[config.mk]
export PLATFORM = sky130hd
export DESIGN_NAME = text_line_folder
export DESIGN_NICKNAME = d
export VERILOG_FILES = /design/src/rtl/tlf_pkg.sv /design/src/rtl/tlf_seg_buf.sv /design/src/rtl/text_line_folder.sv
export SDC_FILE = /design/constraint.sdc
export NUM_CORES = 1
export LEC_CHECK = 0
export BUFFER_PORTS_ARGS = -buffer_cell sky130_fd_sc_hd__buf_2
export CAP_MARGIN = 30
export CELL_PAD_IN_SITES_DETAIL_PLACEMENT = 2
export CELL_PAD_IN_SITES_GLOBAL_PLACEMENT = 2
export CORE_ASPECT_RATIO = 0.9
export CORE_MARGIN = 2
export CORE_UTILIZATION = 50
export CTS_CLUSTER_DIAMETER = 80
export CTS_CLUSTER_SIZE = 25
export DETAILED_ROUTE_END_ITERATION = 10
export GPL_TIMING_DRIVEN = 0
export PLACE_DENSITY = 0.94
export SLEW_MARGIN = 5
export SYNTH_ARGS = -nofsm -noshare
export SYNTH_HDL_FRONTEND = slang
export SYNTH_HIERARCHICAL = 1
export SYNTH_SLANG_ARGS = --single-unit
export TNS_END_PERCENT = 100
[constraint.sdc]
create_clock -name clock -period 12 [get_ports clock]
set_input_delay 1.8 -clock clock [delete_from_list [all_inputs] [get_ports clock]]
set_output_delay 1.8 -clock clock [all_outputs]
set_load 0.005 [all_outputs]
[src/rtl/tlf_pkg.sv]
package tlf_pkg;

   localparam int MAX_COLUMNS = 32;
   localparam int MAX_LINE    = 1000;

   localparam int COL_W  = $clog2(MAX_COLUMNS);
   localparam int LEN_W  = $clog2(MAX_COLUMNS + 1);
   localparam int LINE_W = $clog2(MAX_LINE);

   localparam logic [7:0]        NEWLINE    = 8'd10;
   localparam logic [7:0]        BLANK_CODE = 8'd32;
   localparam logic [7:0]        PRINT_LOW  = 8'd32;
   localparam logic [7:0]        PRINT_HIGH = 8'd127;
   localparam logic [6:0]        BLANK      = 7'd32;
   localparam logic [6:0]        NL_CHAR    = 7'd10;
   localparam logic [5:0]        WIDTH_RESET = 6'd20;
   localparam logic [LINE_W-1:0] LINE_LIMIT = LINE_W'(MAX_LINE - 1);

   // write port of the segment buffer
   typedef struct packed {
      logic             en;
      logic [COL_W-1:0] addr;
      logic [6:0]       data;
   } buf_wr_type;

   // physical slot of logical position off in the circular segment buffer
   function automatic logic [COL_W-1:0] slot_of(logic [COL_W-1:0] base,
                                                 logic [LEN_W-1:0] off);
      logic [LEN_W:0] sum;
      sum = (LEN_W+1)'(base) + (LEN_W+1)'(off);
      if (int'(sum) >= MAX_COLUMNS) begin
         return COL_W'(sum - (LEN_W+1)'(MAX_COLUMNS));
      end
      return COL_W'(sum);
   endfunction

   // width as used: zero acts as one, large values clip to the buffer size
   function automatic logic [LEN_W-1:0] eff_width(logic [5:0] w);
      if (w == 6'd0) begin
         return LEN_W'(1);
      end else if (int'(w) > MAX_COLUMNS) begin
         return LEN_W'(MAX_COLUMNS);
      end
      return LEN_W'(w);
   endfunction

endpackage

[src/rtl/tlf_seg_buf.sv]
module tlf_seg_buf
   import tlf_pkg::*;
(
   input  logic             clock,
   input  buf_wr_type       wr,
   input  logic [COL_W-1:0] rd_addr,
   output logic [6:0]       rd_data
);

   logic [6:0] mem [MAX_COLUMNS];
   logic [6:0] rd_data_ff;

   always_ff @(posedge clock) begin
      if (wr.en) begin
         mem[wr.addr] <= wr.data;
      end
      rd_data_ff <= mem[rd_addr];
   end

   assign rd_data = rd_data_ff;

endmodule

[src/rtl/text_line_folder.sv]
// text_line_folder: word wrap of a character stream at a programmable width
//
// req channel: one character word per handshake (tdata = in_char). codes 32..127
// and newline are taken, all others are dropped without output. the block
// holds the current segment in a circular buffer and writes nothing until a
// fold or a line end; then it streams the segment, one word per cycle at most,
// on the rsp channel, followed by a newline word carrying tlast.
// csr channel: write of fold_width, always ready; write it only while idle.
//
// steps per word: a buffered character is written straight into the buffer. a
// newline puts out the segment and then the newline word. a fold searches back
// for a blank, puts out the cut, skips the blanks after it and then stores the
// new character. each probe or output word issues one read on the single buffer
// read port and waits for the registered read data.
// req_tready is low while a fold or line end is in progress.
//
// reset clears the segment, line count and skip flag, sets fold_width to 20
// and empties the output register. a stalled rsp receiver holds the output
// register and pauses the sequencer; nothing is lost.
module text_line_folder
   import tlf_pkg::*;
(
   input  logic       clock,
   input  logic       reset,
   input  logic       req_tvalid,
   output logic       req_tready,
   input  logic [7:0] req_tdata,   // [7:0] in_char
   output logic       rsp_tvalid,
   input  logic       rsp_tready,
   output logic [7:0] rsp_tdata,   // [6:0] out_char, [7] zero
   output logic       rsp_tlast,   // last_of_run
   input  logic       csr_valid,
   output logic       csr_ready,
   input  logic [5:0] csr_data     // [5:0] fold_width
);

   typedef enum logic [8:0] {
      ST_IDLE      = 9'b000000001,
      ST_SCAN_ADDR = 9'b000000010,
      ST_SCAN_DATA = 9'b000000100,
      ST_EMIT_ADDR = 9'b000001000,
      ST_EMIT_DATA = 9'b000010000,
      ST_EMIT_NL   = 9'b000100000,
      ST_SKIP_ADDR = 9'b001000000,
      ST_SKIP_DATA = 9'b010000000,
      ST_APPEND    = 9'b100000000
   } state_type;

   state_type         state_ff, state_in;
   logic [COL_W-1:0]  base_ff, base_in;     // slot of segment position zero
   logic [LEN_W-1:0]  len_ff, len_in;       // characters in the segment
   logic              skip_ff, skip_in;     // dropping blanks after a fold
   logic [LINE_W-1:0] lcc_ff, lcc_in;       // characters taken in this line
   logic [5:0]        width_ff, width_in;
   logic [6:0]        char_ff, char_in;     // character of the current word
   logic [LEN_W-1:0]  idx_ff, idx_in;       // scan / output / skip position
   logic [LEN_W-1:0]  cut_ff, cut_in;       // characters to put out
   logic              fold_ff, fold_in;     // a fold, not a line end

   logic              rsp_valid_ff, rsp_valid_in;
   logic [6:0]        rsp_char_ff, rsp_char_in;
   logic              rsp_last_ff, rsp_last_in;

   buf_wr_type        buf_wr;
   logic [6:0]        rd_data;
   logic [COL_W-1:0]  rd_addr;
   logic [LEN_W-1:0]  w_eff;
   logic              out_free;
   logic              out_load;
   logic [6:0]        out_char;
   logic              out_last;
   logic              printable;
   logic              finish_skip;

   assign w_eff     = eff_width(width_ff);
   assign out_free  = !rsp_valid_ff || rsp_tready;
   assign printable = (req_tdata >= PRINT_LOW) && (req_tdata <= PRINT_HIGH);
   // reads follow the position counter; the buffer registers the read data, so it shows up in the next cycle
   assign rd_addr   = slot_of(base_ff, idx_ff);

   tlf_seg_buf u_seg_buf (
      .clock   (clock),
      .wr      (buf_wr),
      .rd_addr (rd_addr),
      .rd_data (rd_data)
   );

   always_comb begin
      state_in    = state_ff;
      base_in     = base_ff;
      len_in      = len_ff;
      skip_in     = skip_ff;
      lcc_in      = lcc_ff;
      char_in     = char_ff;
      idx_in      = idx_ff;
      cut_in      = cut_ff;
      fold_in     = fold_ff;
      buf_wr      = '0;
      out_load    = 1'b0;
      out_char    = rd_data;
      out_last    = 1'b0;
      finish_skip = 1'b0;

      unique case (state_ff)
         ST_IDLE: begin
            if (req_tvalid) begin
               char_in = req_tdata[6:0];
               if (req_tdata == NEWLINE) begin
                  // line end: put out the whole segment, then newline
                  cut_in  = len_ff;
                  idx_in  = '0;
                  fold_in = 1'b0;
                  len_in  = '0;
                  skip_in = 1'b0;
                  lcc_in  = '0;
                  if (lcc_ff == '0) begin
                     state_in = ST_EMIT_NL;
                  end else if (len_ff != '0) begin
                     state_in = ST_EMIT_ADDR;
                  end
               end else if (printable && lcc_ff < LINE_LIMIT) begin
                  lcc_in = lcc_ff + LINE_W'(1);
                  if (!(skip_ff && req_tdata == BLANK_CODE)) begin
                     skip_in = 1'b0;
                     if (len_ff >= w_eff) begin
                        // segment full: search back for a blank
                        fold_in = 1'b1;
                        cut_in  = w_eff;
                        if (w_eff == LEN_W'(1)) begin
                           idx_in   = '0;
                           state_in = ST_EMIT_ADDR;
                        end else begin
                           idx_in   = w_eff - LEN_W'(1);
                           state_in = ST_SCAN_ADDR;
                        end
                     end else begin
                        buf_wr.en   = 1'b1;
                        buf_wr.addr = slot_of(base_ff, len_ff);
                        buf_wr.data = req_tdata[6:0];
                        len_in      = len_ff + LEN_W'(1);
                     end
                  end
               end
            end
         end
         ST_SCAN_ADDR: begin
            state_in = ST_SCAN_DATA;
         end
         ST_SCAN_DATA: begin
            if (rd_data == BLANK) begin
               cut_in   = idx_ff + LEN_W'(1);
               idx_in   = '0;
               state_in = ST_EMIT_ADDR;
            end else if (idx_ff == LEN_W'(1)) begin
               // no blank: hard fold at full width
               idx_in   = '0;
               state_in = ST_EMIT_ADDR;
            end else begin
               idx_in   = idx_ff - LEN_W'(1);
               state_in = ST_SCAN_ADDR;
            end
         end
         ST_EMIT_ADDR: begin
            state_in = ST_EMIT_DATA;
         end
         ST_EMIT_DATA: begin
            if (out_free) begin
               out_load = 1'b1;
               if (idx_ff + LEN_W'(1) == cut_ff) begin
                  state_in = ST_EMIT_NL;
               end else begin
                  idx_in   = idx_ff + LEN_W'(1);
                  state_in = ST_EMIT_ADDR;
               end
            end
         end
         ST_EMIT_NL: begin
            if (out_free) begin
               out_load = 1'b1;
               out_char = NL_CHAR;
               out_last = 1'b1;
               if (fold_ff) begin
                  idx_in   = cut_ff;
                  state_in = ST_SKIP_ADDR;
               end else begin
                  state_in = ST_IDLE;
               end
            end
         end
         ST_SKIP_ADDR: begin
            if (idx_ff >= len_ff) begin
               finish_skip = 1'b1;
            end else begin
               state_in = ST_SKIP_DATA;
            end
         end
         ST_SKIP_DATA: begin
            if (rd_data == BLANK) begin
               idx_in   = idx_ff + LEN_W'(1);
               state_in = ST_SKIP_ADDR;
            end else begin
               finish_skip = 1'b1;
            end
         end
         ST_APPEND: begin
            buf_wr.en   = 1'b1;
            buf_wr.addr = slot_of(base_ff, len_ff);
            buf_wr.data = char_ff;
            len_in      = len_ff + LEN_W'(1);
            state_in    = ST_IDLE;
         end
         default: begin
            state_in = ST_IDLE;
         end
      endcase

      // drop the folded part and the skipped blanks by moving the base
      if (finish_skip) begin
         base_in = slot_of(base_ff, idx_ff);
         len_in  = len_ff - idx_ff;
         if (len_ff == idx_ff && char_ff == BLANK) begin
            skip_in  = 1'b1;
            state_in = ST_IDLE;
         end else begin
            state_in = ST_APPEND;
         end
      end
   end

   // output register
   always_comb begin
      rsp_char_in = rsp_char_ff;
      rsp_last_in = rsp_last_ff;
      if (out_load) begin
         rsp_valid_in = 1'b1;
         rsp_char_in  = out_char;
         rsp_last_in  = out_last;
      end else if (rsp_tready) begin
         rsp_valid_in = 1'b0;
      end else begin
         rsp_valid_in = rsp_valid_ff;
      end
   end

   assign width_in = (csr_valid && csr_ready) ? csr_data : width_ff;

   always_ff @(posedge clock) begin
      if (reset) begin
         state_ff     <= ST_IDLE;
         base_ff      <= '0;
         len_ff       <= '0;
         skip_ff      <= 1'b0;
         lcc_ff       <= '0;
         width_ff     <= WIDTH_RESET;
         rsp_valid_ff <= 1'b0;
      end else begin
         state_ff     <= state_in;
         base_ff      <= base_in;
         len_ff       <= len_in;
         skip_ff      <= skip_in;
         lcc_ff       <= lcc_in;
         width_ff     <= width_in;
         rsp_valid_ff <= rsp_valid_in;
      end
   end

   always_ff @(posedge clock) begin
      char_ff     <= char_in;
      idx_ff      <= idx_in;
      cut_ff      <= cut_in;
      fold_ff     <= fold_in;
      rsp_char_ff <= rsp_char_in;
      rsp_last_ff <= rsp_last_in;
   end

   assign req_tready = (state_ff == ST_IDLE);
   assign csr_ready  = 1'b1;
   assign rsp_tvalid = rsp_valid_ff;
   assign rsp_tdata  = {1'b0, rsp_char_ff};
   assign rsp_tlast  = rsp_last_ff;

   // the segment never outgrows the buffer
   assert property (@(posedge clock) disable iff (reset)
      len_ff <= LEN_W'(MAX_COLUMNS))
      else $error("segment length beyond buffer size");

   // every run of output ends in a newline
   assert property (@(posedge clock) disable iff (reset)
      rsp_tvalid && rsp_tlast |-> rsp_tdata[6:0] == NL_CHAR)
      else $error("tlast on a word other than newline");

   // blanks are only skipped while the segment is empty
   assert property (@(posedge clock) disable iff (reset)
      skip_ff |-> len_ff == '0)
      else $error("skipping blanks with a non-empty segment");

   // output position stays inside the part being put out
   assert property (@(posedge clock) disable iff (reset)
      state_ff == ST_EMIT_DATA |-> idx_ff < cut_ff)
      else $error("output position past the cut");

endmodule
==> flow_metrics.tcl <==
set metrics [dict create \
    die_area_um2 28300 \
    grt_pass1_wl_um 68270 \
    rrSetupSlack_ns 6.31 \
    ys_ff_latch 297 \
    hold_depth 1 \
    skew_ns 0.02323 \
    r2r-start "width_ff[2]" \
    endpoint_kind "register" \
    syn_nets 938 \
    globalplace.congestion 0.8435 \
    drc 0 \
    holdPathEnd "rsp_char_ff[3]" \
    synthDistinctLibCells 77 \
    place_inst 1274 \
    seqCellArea_um2 8468 \
    grt_pass1_vias 9489 \
    clockBufferDepth 3 \
    setup_viol 0 \
    clk_latency_ns 0.54 \
    core-area_um2 26740 \
    drtAntennaViolNets 0 \
    hold_viol_final 0 \
    fp-row-count 57 \
    die_x_um 177.1 \
    gr-total-overflow 0 \
    status "finished, final reports clean" \
    worst_slack_ns 5.876 \
    synth-edff-count 252 \
    area_growth_pct 9.214 \
    total_leakage_power_nw 4.924 \
    hpwl_um 32100 \
    tns_ns 0 \
    multiInputGateArea_um2 4715 \
    viasPerCell 6.876 \
    final_common_cell "edfxtp_1" \
    syn_inst 887 \
    grt_max_degree 33 \
    final_cell_mix "edfxtp_1, nor2_1, mux4_2" \
    synth_top_cell_area_share_pct 56.12 \
    drt_iter0_drc 1232 \
    path_class "in2reg" \
    vias 9007 \
    ios 31 \
    crit_required_ns 12.16 \
    hold_slack_ns 0.5615 \
    r2r_end "u_seg_buf/mem[19][3]" \
    syn_area_um2 13480 \
    stdcell_count 1310 \
    fin_crit_sh_pct 51.03 \
    num-nets-final 996 \
    ir_drop_mv 0.1088 \
    postSynthAreaPerCell_um2 15.20 \
    synth.yosys.seq_area_share_pct 62.80 \
    postCtsSetupBuffers 0 \
    yosysTopAreaCell "edfxtp_1" \
    ys.flop_type "edfxtp_1" \
    diodes 0 \
    antenna_found_initial 1 \
    synthTopCellsByArea "edfxtp_1, mux4_2, dfxtp_1" \
    tightestPinTransition_ns 1.048 \
    die_h_um 159.8 \
    stdcell_area_um2 14730 \
    drive_gt1_share_pct 18.41 \
    slew_headroom_pct 29.86 \
    firstDrtPassIters 5 \
    cts_root_buf "clkbuf_16" \
    port_buffers 27 \
    max_clock_freq_mhz 163.3 \
    post-place-ws_ns 5.673 \
    yosysWarnings 6 \
    synth-async-reset-ratio_pct 0 \
    cts_tree "built" \
    final_util_pct 55.06 \
    crit_fanout 8 \
    initial_core_util_pct 50.42 \
    cp_data_arrival_time_ns 6.28 \
    wl_um 47230 \
    slew_viol_final 0 \
    placed_area_um2 14150 \
    cts_buffers 17 \
    wl_per_cell_um 36.05 \
    min_path_type "reg2reg" \
    p_per_area_nw_per_um2 166.0 \
    hp-start "u_seg_buf/rd_data[3]" \
    clk_pin_slew_ns 0.10 \
    grt_usage_pct 33.57 \
    cap_violations 0 \
    clock-sinks 297 \
    h-tree-depth 1 \
    rsz0062_at_grt "no" \
    postCtsHoldBufs 0 \
    ctsResizeCount 0 \
    fillers 2366 \
    fin_crit_ns 6.124 \
    worstRegToRegCells 13 \
    total_power_mw 2.444 \
    worstSetupStartpointType "input pin" \
]
-- worst max path at each step --
stage / start / end / slack, ns / depth (start not counted)
2_1_floorplan: req_tvalid / u_seg_buf/mem[19][0] / 7.16 / 8
6_report: req_tdata[5] / u_seg_buf/mem[19][3] / 5.88 / 9
3_3_place_gp: req_tvalid / u_seg_buf/mem[17][2] / 5.82 / 9
4_1_cts: req_tdata[5] / u_seg_buf/mem[18][6] / 6.01 / 9
5_1_grt: req_tdata[5] / u_seg_buf/mem[19][6] / 5.88 / 9
3_5_place_dp: req_tdata[5] / u_seg_buf/mem[19][2] / 5.67 / 9
-- synthesized netlist by cell type (5+ instances only) --
master	n
nand3b_1	6
and2_1	7
buf_6	6
a21o_1	6
mux2_2	7
clkbuf_1	21
mux4_2	70
nand3_1	14
nor4_1	7
ha_1	29
or2_2	5
nor2_1	83
or3_1	8
nand2_1	38
dfxtp_1	45
xor2_1	12
a22o_1	9
nor2b_1	11
o211ai_1	6
a21oi_1	25
nand2b_1	5
o21ai_0	20
inv_1	26
nor3_1	16
a211oi_1	16
buf_1	6
mux2i_1	10
xnor2_1	23
edfxtp_1	252
and3_1	5
-- power by group --
part | leakage (nW) | switching [mW] | internal [mW]
Combinational | 1.98 | 0.344 | 0.217
Sequential | 2.69 | 0.0576 | 1.18
Clock | 0.253 | 0.366 | 0.280
Total | 4.92 | 0.768 | 1.68
-- cells by family (layout without fill, tap and decap cells) --
logic type | Yosys count | count (layout) | share of synthesized area, %
DFF | 297 | 297 | 62.80
and+or+nand+nor | 238 | 238 | 9.400
AOI/OAI and AO/OA | 125 | 125 | 6.505
muxes | 89 | 89 | 13.19
buffers and inverters | 67 | 136 | 2.310
xor gates and xnor gates | 37 | 37 | 2.607
adders and majority gates | 32 | 32 | 3.136
other | 2 | 2 | 0.05569
-- worst max-delay path: stages --
cell and delay, ns:
buf_2 0.16, nor2_1 0.07, a311oi_1 0.78, o41ai_1 0.34, nor4_4 0.69, nor2_1 0.25, nor2_1 0.77, or3b_2 0.57
nor2_1 0.83
-- per-layer routing --
| metal | track usage, % | routed length [µm] |
|---|---|---|
| met4 | 13.82 | 2442 |
| met3 | 4.476 | 3646 |
| met5 | 0 | 0 |
| met2 | 54.56 | 22830 |
| met1 | 45.92 | 18310 |
-- state kept, by name (all words and copies together), names as in the netlist --
name and count:
char_ff 7, rsp_tvalid 1, fold_ff 1, len_ff 6, base_ff 5, cut_ff 6
idx_ff 6, width_ff 6, state_ff 9, u_seg_buf/rd_data 7, lcc_ff 10, rsp_char_ff 7
skip_ff 1, rsp_tlast 1, u_seg_buf/mem 224
-- area by class of cell --
| class | instances | area share (%) |
|---|---|---|
| Clock inverter | 6 | 0.4928 |
| Clock buffer | 24 | 3.067 |
| Inverter | 28 | 0.7137 |
| Tap cell | 354 | 3.008 |
| Timing Repair Buffer | 39 | 1.801 |
| Multi-Input combinational cell | 523 | 32.01 |
| Sequential cell | 297 | 57.50 |
| Buffer | 39 | 1.402 |
Power figures use the tool's default switching activity.
